### src/rtl/slipfr_pkg.sv
`default_nettype none

package slipfr_pkg;

   localparam logic [7:0] FrameEnd    = 8'hC0;
   localparam logic [7:0] FrameEsc    = 8'hDB;
   localparam logic [7:0] FrameEscEnd = 8'hDC;
   localparam logic [7:0] FrameEscEsc = 8'hDD;

   // Depth of the job queue between the classifier and the encoder.
   localparam int QueueDepth = 2;

   // One classified packet byte, as handed from the front to the back.
   typedef struct packed {
      logic [7:0] data;     // raw packet byte
      logic       escape;   // byte is END or ESC and goes out as two bytes
      logic       lead;     // an opening END goes out before the byte
      logic       close;    // a closing END goes out after the byte
   } job_type;

endpackage

`default_nettype wire

### src/rtl/slipfr_front.sv
`default_nettype none

module slipfr_front (
   input  wire                  clock,
   input  wire                  reset,
   input  wire                  req_tvalid,
   output logic                 req_tready,
   input  wire  [7:0]           req_tdata,
   output logic                 push_valid,
   input  wire                  push_ready,
   output slipfr_pkg::job_type  push_job
);

   typedef enum logic [4:0] {
      POS_HEADER = 5'b00001,
      POS_X      = 5'b00010,
      POS_Y      = 5'b00100,
      POS_LENGTH = 5'b01000,
      POS_DATA   = 5'b10000
   } field_pos_type;

   field_pos_type position_ff, position_in;
   logic [7:0]    remaining_ff, remaining_in;
   logic          accept;

   assign req_tready = push_ready;
   assign push_valid = req_tvalid;
   assign accept     = req_tvalid && push_ready;

   always_comb begin
      position_in     = position_ff;
      remaining_in    = remaining_ff;
      push_job.data   = req_tdata;
      push_job.escape = (req_tdata == slipfr_pkg::FrameEnd) ||
                        (req_tdata == slipfr_pkg::FrameEsc);
      push_job.lead   = 1'b0;
      push_job.close  = 1'b0;
      case (position_ff)
         POS_X: begin
            position_in = POS_Y;
         end
         POS_Y: begin
            position_in = POS_LENGTH;
         end
         POS_LENGTH: begin
            remaining_in = req_tdata;
            if (req_tdata == 8'd0) begin
               push_job.close = 1'b1;
               position_in    = POS_HEADER;
            end else begin
               position_in = POS_DATA;
            end
         end
         POS_DATA: begin
            if (remaining_ff <= 8'd1) begin
               push_job.close = 1'b1;
               remaining_in   = 8'd0;
               position_in    = POS_HEADER;
            end else begin
               remaining_in = remaining_ff - 8'd1;
            end
         end
         default: begin
            push_job.lead = 1'b1;
            position_in   = POS_X;
         end
      endcase
   end

   always_ff @(posedge clock) begin
      if (reset) begin
         position_ff  <= POS_HEADER;
         remaining_ff <= 8'd0;
      end else if (accept) begin
         position_ff  <= position_in;
         remaining_ff <= remaining_in;
      end
   end

endmodule

`default_nettype wire

### src/rtl/slipfr_queue.sv
`default_nettype none

module slipfr_queue (
   input  wire                  clock,
   input  wire                  reset,
   input  wire                  push_valid,
   output logic                 push_ready,
   input  slipfr_pkg::job_type  push_job,
   output logic                 pop_valid,
   input  wire                  pop,
   output slipfr_pkg::job_type  pop_job
);

   localparam int PtrWidth   = (slipfr_pkg::QueueDepth > 1) ?
                               $clog2(slipfr_pkg::QueueDepth) : 1;
   localparam int CountWidth = $clog2(slipfr_pkg::QueueDepth + 1);
   localparam logic [PtrWidth-1:0]   LastPtr   = PtrWidth'(slipfr_pkg::QueueDepth - 1);
   localparam logic [CountWidth-1:0] FullCount = CountWidth'(slipfr_pkg::QueueDepth);

   slipfr_pkg::job_type entries_ff [slipfr_pkg::QueueDepth];
   logic [PtrWidth-1:0]   wr_ptr_ff, wr_ptr_in;
   logic [PtrWidth-1:0]   rd_ptr_ff, rd_ptr_in;
   logic [CountWidth-1:0] count_ff, count_in;
   logic                  do_push, do_pop;

   assign push_ready = (count_ff != FullCount);
   assign pop_valid  = (count_ff != '0);
   assign pop_job    = entries_ff[rd_ptr_ff];
   assign do_push    = push_valid && push_ready;
   assign do_pop     = pop && pop_valid;

   always_comb begin
      wr_ptr_in = wr_ptr_ff;
      rd_ptr_in = rd_ptr_ff;
      count_in  = count_ff;
      if (do_push) begin
         wr_ptr_in = (wr_ptr_ff == LastPtr) ? '0 : wr_ptr_ff + 1'b1;
      end
      if (do_pop) begin
         rd_ptr_in = (rd_ptr_ff == LastPtr) ? '0 : rd_ptr_ff + 1'b1;
      end
      if (do_push && !do_pop) begin
         count_in = count_ff + 1'b1;
      end else if (do_pop && !do_push) begin
         count_in = count_ff - 1'b1;
      end
   end

   always_ff @(posedge clock) begin
      if (reset) begin
         wr_ptr_ff <= '0;
         rd_ptr_ff <= '0;
         count_ff  <= '0;
      end else begin
         wr_ptr_ff <= wr_ptr_in;
         rd_ptr_ff <= rd_ptr_in;
         count_ff  <= count_in;
      end
   end

   always_ff @(posedge clock) begin
      if (do_push) begin
         entries_ff[wr_ptr_ff] <= push_job;
      end
   end

endmodule

`default_nettype wire

### src/rtl/slipfr_back.sv
`default_nettype none

module slipfr_back (
   input  wire                  clock,
   input  wire                  reset,
   input  wire                  job_valid,
   input  slipfr_pkg::job_type  job,
   output logic                 job_pop,
   output logic                 rsp_tvalid,
   input  wire                  rsp_tready,
   output logic [7:0]           rsp_tdata,
   output logic                 rsp_tlast,
   output logic                 rsp_tuser
);

   logic [1:0] step_ff, step_in;
   logic       valid_ff, valid_in;
   logic [7:0] data_ff;
   logic       last_ff;
   logic       done_ff;

   logic [7:0] seq [3];
   logic [1:0] last_step;
   logic [7:0] esc_second;
   logic       load;
   logic       emit;
   logic       is_last;

   assign esc_second = (job.data == slipfr_pkg::FrameEnd) ?
                       slipfr_pkg::FrameEscEnd : slipfr_pkg::FrameEscEsc;

   // Byte sequence of the head job; an opening and a closing END never meet.
   always_comb begin
      seq[0]    = job.data;
      seq[1]    = slipfr_pkg::FrameEnd;
      seq[2]    = slipfr_pkg::FrameEnd;
      last_step = 2'd0;
      if (job.lead && job.escape) begin
         seq[0]    = slipfr_pkg::FrameEnd;
         seq[1]    = slipfr_pkg::FrameEsc;
         seq[2]    = esc_second;
         last_step = 2'd2;
      end else if (job.lead) begin
         seq[0]    = slipfr_pkg::FrameEnd;
         seq[1]    = job.data;
         last_step = 2'd1;
      end else if (job.escape) begin
         seq[0]    = slipfr_pkg::FrameEsc;
         seq[1]    = esc_second;
         last_step = job.close ? 2'd2 : 2'd1;
      end else if (job.close) begin
         last_step = 2'd1;
      end
   end

   assign load    = !valid_ff || rsp_tready;
   assign emit    = job_valid && load;
   assign is_last = (step_ff == last_step);
   assign job_pop = emit && is_last;

   always_comb begin
      step_in  = step_ff;
      valid_in = valid_ff && !rsp_tready;
      if (emit) begin
         valid_in = 1'b1;
         step_in  = is_last ? 2'd0 : step_ff + 2'd1;
      end
   end

   always_ff @(posedge clock) begin
      if (reset) begin
         step_ff  <= 2'd0;
         valid_ff <= 1'b0;
      end else begin
         step_ff  <= step_in;
         valid_ff <= valid_in;
      end
   end

   always_ff @(posedge clock) begin
      if (emit) begin
         data_ff <= (step_ff == 2'd2) ? seq[2] : ((step_ff == 2'd1) ? seq[1] : seq[0]);
         last_ff <= is_last;
         done_ff <= is_last && job.close;
      end
   end

   assign rsp_tvalid = valid_ff;
   assign rsp_tdata  = data_ff;
   assign rsp_tlast  = last_ff;
   assign rsp_tuser  = done_ff;

endmodule

`default_nettype wire

### src/rtl/slip_packet_framer.sv
// Channel    | Dir | Ports            | Contents
// -----------+-----+------------------+--------------------------------------------
// request    | in  | req_t*           | tdata[7:0] in_byte
// response   | out | rsp_t*           | tdata[7:0] out_byte, tlast run_last,
//            |     |                  | tuser[0] frame_done
//
// Every request turns into one, two or three response bytes. The encoder sends one
// byte per cycle on the single response port while it is not stalled; the first byte
// passes through the job queue and then the output register before it is valid.
// Reset is synchronous and active high; it returns the framer to expecting a header
// and empties the job queue and the output register.
// The request side stalls only when the two-entry job queue is full; the response
// register can reload whenever it is empty or its byte is taken in the same cycle.
`default_nettype none

module slip_packet_framer (
   input  wire        clock,
   input  wire        reset,
   input  wire        req_tvalid,
   output logic       req_tready,
   input  wire  [7:0] req_tdata,    // [7:0] in_byte
   output logic       rsp_tvalid,
   input  wire        rsp_tready,
   output logic [7:0] rsp_tdata,    // [7:0] out_byte
   output logic       rsp_tlast,
   output logic       rsp_tuser     // [0] frame_done
);

   // Jobs leave the classifier already tagged with the opening END, the escape and
   // the closing END, so the encoder never needs the packet position.
   logic                push_valid;
   logic                push_ready;
   slipfr_pkg::job_type push_job;
   logic                pop_valid;
   logic                pop;
   slipfr_pkg::job_type pop_job;

   slipfr_front u_front (
      .clock      (clock),
      .reset      (reset),
      .req_tvalid (req_tvalid),
      .req_tready (req_tready),
      .req_tdata  (req_tdata),
      .push_valid (push_valid),
      .push_ready (push_ready),
      .push_job   (push_job)
   );

   slipfr_queue u_queue (
      .clock      (clock),
      .reset      (reset),
      .push_valid (push_valid),
      .push_ready (push_ready),
      .push_job   (push_job),
      .pop_valid  (pop_valid),
      .pop        (pop),
      .pop_job    (pop_job)
   );

   // The encoder walks the head job one output byte per cycle unless the response port
   // stalls, and pops it with the last byte, which also carries tlast.
   slipfr_back u_back (
      .clock      (clock),
      .reset      (reset),
      .job_valid  (pop_valid),
      .job        (pop_job),
      .job_pop    (pop),
      .rsp_tvalid (rsp_tvalid),
      .rsp_tready (rsp_tready),
      .rsp_tdata  (rsp_tdata),
      .rsp_tlast  (rsp_tlast),
      .rsp_tuser  (rsp_tuser)
   );

endmodule

`default_nettype wire

### config.mk
export PLATFORM = sky130hd
export DESIGN_NAME = slip_packet_framer
export DESIGN_NICKNAME = d
export VERILOG_FILES = /design/src/rtl/slipfr_pkg.sv /design/src/rtl/slipfr_front.sv /design/src/rtl/slipfr_queue.sv /design/src/rtl/slipfr_back.sv /design/src/rtl/slip_packet_framer.sv
export SDC_FILE = /design/constraint.sdc
export NUM_CORES = 1
export LEC_CHECK = 0
export BUFFER_PORTS_ARGS = -buffer_cell sky130_fd_sc_hd__buf_2
export CAP_MARGIN = 20
export CELL_PAD_IN_SITES_DETAIL_PLACEMENT = 0
export CELL_PAD_IN_SITES_GLOBAL_PLACEMENT = 1
export CORE_MARGIN = 2
export CORE_UTILIZATION = 35
export DETAILED_ROUTE_END_ITERATION = 16
export GPL_TIMING_DRIVEN = 0
export PLACE_DENSITY = 0.59
export SETUP_SLACK_MARGIN = 0.02
export SLEW_MARGIN = 10
export SYNTH_ARGS = -nofsm -noshare
export SYNTH_HDL_FRONTEND = slang
export SYNTH_SLANG_ARGS = --single-unit
### constraint.sdc
create_clock -name clock -period 6.2 [get_ports clock]
set_input_delay 0.93 -clock clock [delete_from_list [all_inputs] [get_ports clock]]
set_output_delay 0.93 -clock clock [all_outputs]
set_load 0.02 [all_outputs]
==> run_results.csv, run 1 <==
group,metric,value,unit
outcome,status,"completed",
global_routing,grt_use_met3,2.850,%
die,start_util,36.06,%
clock_network,clockRootBuffer,"clkbuf_8",
sta,setup_tns,0,ns
yosys,ys_top_cells_by_area,"edfxtp_1 (37%), dfxtp_1 (16%), mux2i_1 (4.2%), nor2_1 (4.0%), a21oi_1 (3.3%)",
sta,slew_viol_final,0,
sta,fmax,308.6,MHz
global_routing,antenna_found_initial,0,
die,core,7214,um2
clock_network,numCtsBuffers,5,
worst_setup_path,reg2reg_to,"u_queue.count_ff[1]",
die,die_area,8138,um2
placement,post-place-ws,2.950,ns
min_path,hold_path_end,"u_back.rsp_tvalid",
cells_and_area,nNetsFinal,291,
global_routing,grt_util_all_layers,13.36,%
yosys,synth-seq-area-share,53.10,%
clock_network,hold_buffers,0,
yosys,syn_area,2601,um2
placement,gp_congestion,0.7154,
pwr,ir_drop,0.00009712,V
clock_network,cts_buffer_depth,2,
global_routing,top_usage_layer,"met2",
global_routing,gr-usage-met2,23.25,%
global_routing,grt_pass1_wl,8700,um
drt,ant_nets,0,
global_routing,grt_pass1_vias,1814,
sta,final.setup_skew,0.007685,ns
clock_network,cts_tree,"yes",
drt,drc_errors,0,
clock_network,post_cts_resized,0,
global_routing,gr-total-overflow,0,
min_path,worstHoldPathType,"reg2reg",
clock_network,clkTransAtPathRegs,0.09,ns
cells_and_area,num_antenna_cells,0,
global_routing,grt_max_degree,18,
clock_network,postCtsSetupBuffers,0,
cells_and_area,drive_gt1_share,16.06,%
yosys,ys.flop_type,"edfxtp_1",
worst_setup_path,critPathLaunchType,"flop",
min_path,min_path_cells,2,
die,die_x,90.21,um
yosys,synth-edff-count,32,
cells_and_area,syn_to_final_growth,14.48,%
yosys,syn_nets,261,
sta,holdWs,0.5051,ns
yosys,ys_warn_count,0,
yosys,synth.ff_latch_count,53,
pwr,cellLeakagePower,0.001062,uW
worst_setup_path,crit_required,6.44,ns
yosys,syn_inst,243,
min_path,hold_start,"u_back.rsp_tvalid",
clock_network,htreeDepth,2,
worst_setup_path,reg2reg_slack,2.96,ns
clock_network,clkLatencyLatePin,0.31,ns
sta,finalCritPeriodShare,52.26,%
sta,min_period,3.240,ns
drt,vias,1882,
die,pin_count,24,
cells_and_area,nFillCells,742,
yosys,syn_area_per_cell,10.70,um2
sta,slew_headroom,36.17,%
pwr,power_density,359.8,nW/um2
yosys,netlist.area_leader.share,36.94,%
worst_setup_path,critical_path_class,"reg2reg",
sta,worst-slew-pin-transition,0.9539,ns
worst_setup_path,reg2reg_depth,10,
drt,vias_per_cell,5.046,
worst_setup_path,worst-endpoint-arrival,3.48,ns
drt,wl_per_cell,14.06,um
worst_setup_path,cp_max_fo,10,
cells_and_area,fin_cells,373,
sta,worst_slack,2.960,ns
flow_run,drv_cap,0,
yosys,yosysTopAreaCell,"edfxtp_1",
clock_network,cts.sinks,53,
drt,drt-total-wl,5244,um
drt,first_pass_iters,5,
sta,hold_viol_final,0,
sta,rsz0062_at_grt,"false",
worst_setup_path,cp-end-kind,"flop",
drt,initialDrtViolationCount,125,
placement,dp_hpwl,3876,um
yosys,ys_async_sr_fraction,0,%
sta,setup_viol,0,
yosys,synth.distinct_cells,52,
die,rows,31,
placement,place_inst,365,
global_routing,grtUsageMet1,16.50,%
die,die_height,90.21,um
placement,port_buffers,23,
[Yosys cell counts (2+ instances only)]
cell type	count
nand3_1	5
xnor2_1	4
nand2_1	9
o21a_1	2
nand2b_1	4
ha_1	6
nor2_1	28
mux2i_1	11
o41a_1	2
o31ai_1	2
nor2b_1	4
a32oi_1	3
or3_1	3
nor4_1	4
edfxtp_1	32
inv_1	14
o21ai_0	7
dfxtp_1	21
nor3_1	11
nand4_1	4
a211oi_1	4
nand3b_1	2
or4_4	2
or4_1	2
clkbuf_1	6
xor2_1	4
a21oi_1	17
mux2_2	2
o32ai_1	5
[sequential cells by signal, indices dropped and copies added (netlist names), named ones only]
name and cells:
u_back.rsp_tdata 8, u_queue.rd_ptr_ff 1, u_front.position_ff 5, u_queue.count_ff 2, u_queue.wr_ptr_ff 1, u_back.rsp_tuser 1, u_back.rsp_tvalid 1, u_queue.entries_ff 22
u_back.step_ff 2, u_front.remaining_ff 8, u_back.rsp_tlast 1
[metal layers]
layer / up-vias / wire, um
met5: - / 0
met4: 0 / 90
met3: 8 / 187
met2: 44 / 2568
met1: 868 / 2398
li1: 962 / -
[report_power, final]
part / switching (uW) / internal [uW]
clock network: 119 / 163
registers: 28.9 / 458
logic: 191 / 112
[cell families after synthesis]
logic type	after synthesis	synth area share (%)
buffers and inverters	26	4.810
XOR/XNOR	8	2.693
multiplexers	13	5.099
flip-flops	53	53.10
adder cells (fa/ha/maj)	6	2.886
AO/OA/AOI/OAI	52	14.19
AND/OR/NAND/NOR	85	17.22
[stage by stage]
step | util [%] | area, um2 | total power [uW]
finish | 41.28 | 2978 | 1072
global route | 41.28 | 2978 | 1137
CTS | 41.28 | 2978 | 1085
detailed placement | 39.37 | 2840 | 802.0
global placement | 39.37 | 2840 | 803.1
floorplan | - | 2601 | 721.8
[worst max path at each step]
stage / startpoint / end / slack (ns) / cells past startpoint
2_1_floorplan: flop / u_queue.count_ff[1] / 3.26 / 10
3_3_place_gp: flop / u_queue.count_ff[1] / 2.99 / 10
3_5_place_dp: flop / u_queue.count_ff[1] / 2.95 / 10
4_1_cts: flop / u_queue.count_ff[1] / 2.94 / 10
5_1_grt: flop / u_queue.count_ff[1] / 2.68 / 10
6_report: flop / u_queue.count_ff[1] / 2.96 / 10
[layout make-up]
type / instances / area [um2] / share of cell area [%]
Sequential cell: 53 / 1381 / 46.39
Tap cell: 99 / 123.9 / 4.160
Buffer: 11 / 68.82 / 2.311
Clock inverter: 3 / 68.82 / 2.311
Inverter: 15 / 56.30 / 1.891
Multi-Input combinational cell: 164 / 1095 / 36.76
Timing Repair Buffer: 23 / 115.1 / 3.866
Clock buffer: 5 / 68.82 / 2.311
[critical path, stage by stage, from the launching register on]
cell and delay, ns:
dfxtp_1 0.31, clkbuf_1 0.30, buf_1 0.49, mux2_2 0.42, ha_1 0.29, xnor2_1 0.13, a21oi_1 0.10, a211o_1 0.31
ha_1 0.33, or3_1 0.35, a21oi_1 0.14
[layout by cell type (no fill, tap or decap), types with 3 or more instances in the layout]
| cell | n |
|---|---|
| nor3_1 | 11 |
| ha_1 | 6 |
| mux2i_1 | 11 |
| nand3_1 | 5 |
| o21ai_0 | 7 |
| xnor2_1 | 4 |
| or3_1 | 3 |
| dfxtp_1 | 21 |
| nor2_1 | 28 |
| nand2_1 | 9 |
| clkbuf_1 | 6 |
| nor2b_1 | 4 |
| inv_1 | 14 |
| xor2_1 | 4 |
| a32oi_1 | 3 |
| a211oi_1 | 4 |
| o32ai_1 | 5 |
| nor4_1 | 4 |
| nand2b_1 | 4 |
| nand4_1 | 4 |
| clkbuf_8 | 6 |
| a21oi_1 | 17 |
| buf_2 | 23 |
| edfxtp_1 | 32 |
Note: power is estimated with default switching activity, not from simulation.
==> run 2: changes to the inputs <==
- clock period: 6.2 -> 3.4 ns (I/O delays scaled with it)
==> run 2 against run 1 <==
Effect of this change:
- first-iteration DRC count unchanged
- sequential cell count unchanged
- worst setup slack worse by 2.6 ns
- cell area about the same
- highest routed layer unchanged
- core utilization about the same
- sequential power up 82%
- global-route usage unchanged
- worst hold slack worse by 0.069 ns
- cell count unchanged
- total power up 82%
- critical path type unchanged
==> run_results.csv, run 2 (same netlist as run 1, synthesis figures left out) <==
group,metric,value,unit
outcome,status,"completed",
die,rows,31,
drt,ant_nets,0,
drt,initialDrtViolationCount,125,
die,die_x,90.21,um
placement,placed_cell_area,2840,um2
cells_and_area,multi_input_area,1095,um2
die,die_area,8138,um2
clock_network,cts_buffer_depth,2,
worst_setup_path,cp_max_fo,10,
drt,first_pass_iters,5,
cells_and_area,largest_reg_flops,22,
sta,worst-slew-pin-transition,0.9539,ns
cells_and_area,nFillCells,742,
sta,holdWs,0.4362,ns
worst_setup_path,critical_path_class,"reg2reg",
pwr,cellLeakagePower,0.001066,uW
sta,min_period,3.065,ns
pwr,power_density,656.1,nW/um2
clock_network,clockRootBuffer,"clkbuf_8",
drt,wl_per_cell,14.06,um
min_path,min_path_cells,1,
sta,rsz0062_at_grt,"false",
worst_setup_path,critPathLaunchType,"flop",
clock_network,postCtsSetupBuffers,0,
sta,setup_tns,0,ns
worst_setup_path,worst-endpoint-arrival,3.30,ns
min_path,hold_start,"req_tdata[5]",
worst_setup_path,crit_required,3.64,ns
global_routing,grt_max_degree,18,
cells_and_area,register_area,1381,um2
global_routing,grt_pass1_wl,8700,um
worst_setup_path,reg2reg_depth,10,
sta,setup_viol,0,
min_path,worstHoldPathType,"in2reg",
drt,drt-total-wl,5244,um
drt,vias_per_cell,5.046,
die,core,7214,um2
placement,port_buffers,23,
cells_and_area,nNetsFinal,291,
sta,slew_headroom,36.17,%
clock_network,cts_tree,"yes",
cells_and_area,num_antenna_cells,0,
worst_setup_path,reg2reg_slack,0.33,ns
pwr,ir_drop,0.0001771,V
sta,fmax,326.2,MHz
global_routing,gr-total-overflow,0,
die,pin_count,24,
worst_setup_path,cp-endpoint,"u_queue.count_ff[1]",
worst_setup_path,reg2reg_to,"u_queue.count_ff[1]",
global_routing,grt_util_all_layers,13.36,%
die,start_util,36.06,%
global_routing,antenna_found_initial,0,
sta,slew_viol_final,0,
cells_and_area,design_area,2979,um2
clock_network,clkTransAtPathRegs,0.10,ns
cells_and_area,drive_gt1_share,16.42,%
cells_and_area,largest_register,"u_queue.entries_ff",
clock_network,cts.sinks,53,
global_routing,grt_pass1_vias,1814,
placement,dp_hpwl,3876,um
cells_and_area,syn_to_final_growth,14.53,%
cells_and_area,final_cell_mix,"edfxtp_1 (32), nor2_1 (28), buf_2 (23)",
clock_network,clkLatencyLatePin,0.31,ns
sta,final.setup_skew,0.007685,ns
cells_and_area,layout_commonest_cell,"edfxtp_1",
die,die_height,90.21,um
drt,drc_errors,0,
sta,hold_viol_final,0,
drt,vias,1882,
clock_network,numCtsBuffers,5,
flow_run,drv_cap,0,
placement,gp_congestion,0.7154,
clock_network,htreeDepth,2,
sta,finalCritPeriodShare,90.16,%
worst_setup_path,cp-end-kind,"flop",
## run 2: critical path, stage by stage (launching register included)
cell      delay [ns]
dfxtp_1         0.31
clkbuf_1        0.30
mux2i_1         0.50
inv_2           0.18
ha_1            0.35
xnor2_1         0.13
a21oi_1         0.10
a211o_1         0.31
ha_1            0.33
or3_1           0.35
a21oi_1         0.14
## run 2: through the flow
step           setup WS (ns)  cells  power [uW]  utilization (%)
6_report              0.3345    373        1955            41.29
4_1_cts               0.1412    373        1978            41.28
3_5_place_dp          0.1505    365        1462            39.37
3_3_place_gp          0.1919    365        1464            39.37
2_1_floorplan         0.4565    243        1316                -
5_1_grt              0.04010    373        2075            41.29
## run 2: worst min path at each step
| stage | endpoint | slack, ns |
|---|---|---|
| 6_report | u_queue.entries_ff[1][8] | 0.44 |
| 5_1_grt | u_queue.entries_ff[1][8] | 0.44 |
| 4_1_cts | u_queue.entries_ff[1][7] | 0.43 |
| 3_5_place_dp | u_queue.rd_ptr_ff | 0.49 |
| 3_3_place_gp | u_back.rsp_tvalid | 0.49 |
| 2_1_floorplan | flop | 0.47 |
## run 2: report_power, final
group | switching (uW) | internal [uW] | total (uW)
Clock | 217 | 296 | 513
Combinational | 349 | 205 | 553
Sequential | 52.7 | 835 | 888
Total | 618 | 1340 | 1950
## run 2: layer usage
metal / vias up / global-route usage (%) / part of all wire, %
met3: 8 / 2.850 / 3.6
met5: - / 0 / 0
met1: 868 / 16.50 / 46
met4: 0 / 4.359 / 1.7
li1: 962 / - / -
met2: 44 / 23.25 / 49
## run 2: what timing repair did
| action | in CTS | in global routing |
|---|---|---|
| resized for setup | 0 | 1 |
| hold buffers | 0 | 0 |
| setup endpoints to repair | 0 | 1 |
## run 2: area by class of cell
type / count / share of cell area (%)
clock inverters: 3 / 2.310
plain buffers: 11 / 2.352
multi-input cells: 164 / 36.75
well taps: 99 / 4.158
repair buffers: 23 / 3.864
flip-flops and latches: 53 / 46.37
clock buffers: 5 / 2.310
inverters: 15 / 1.890
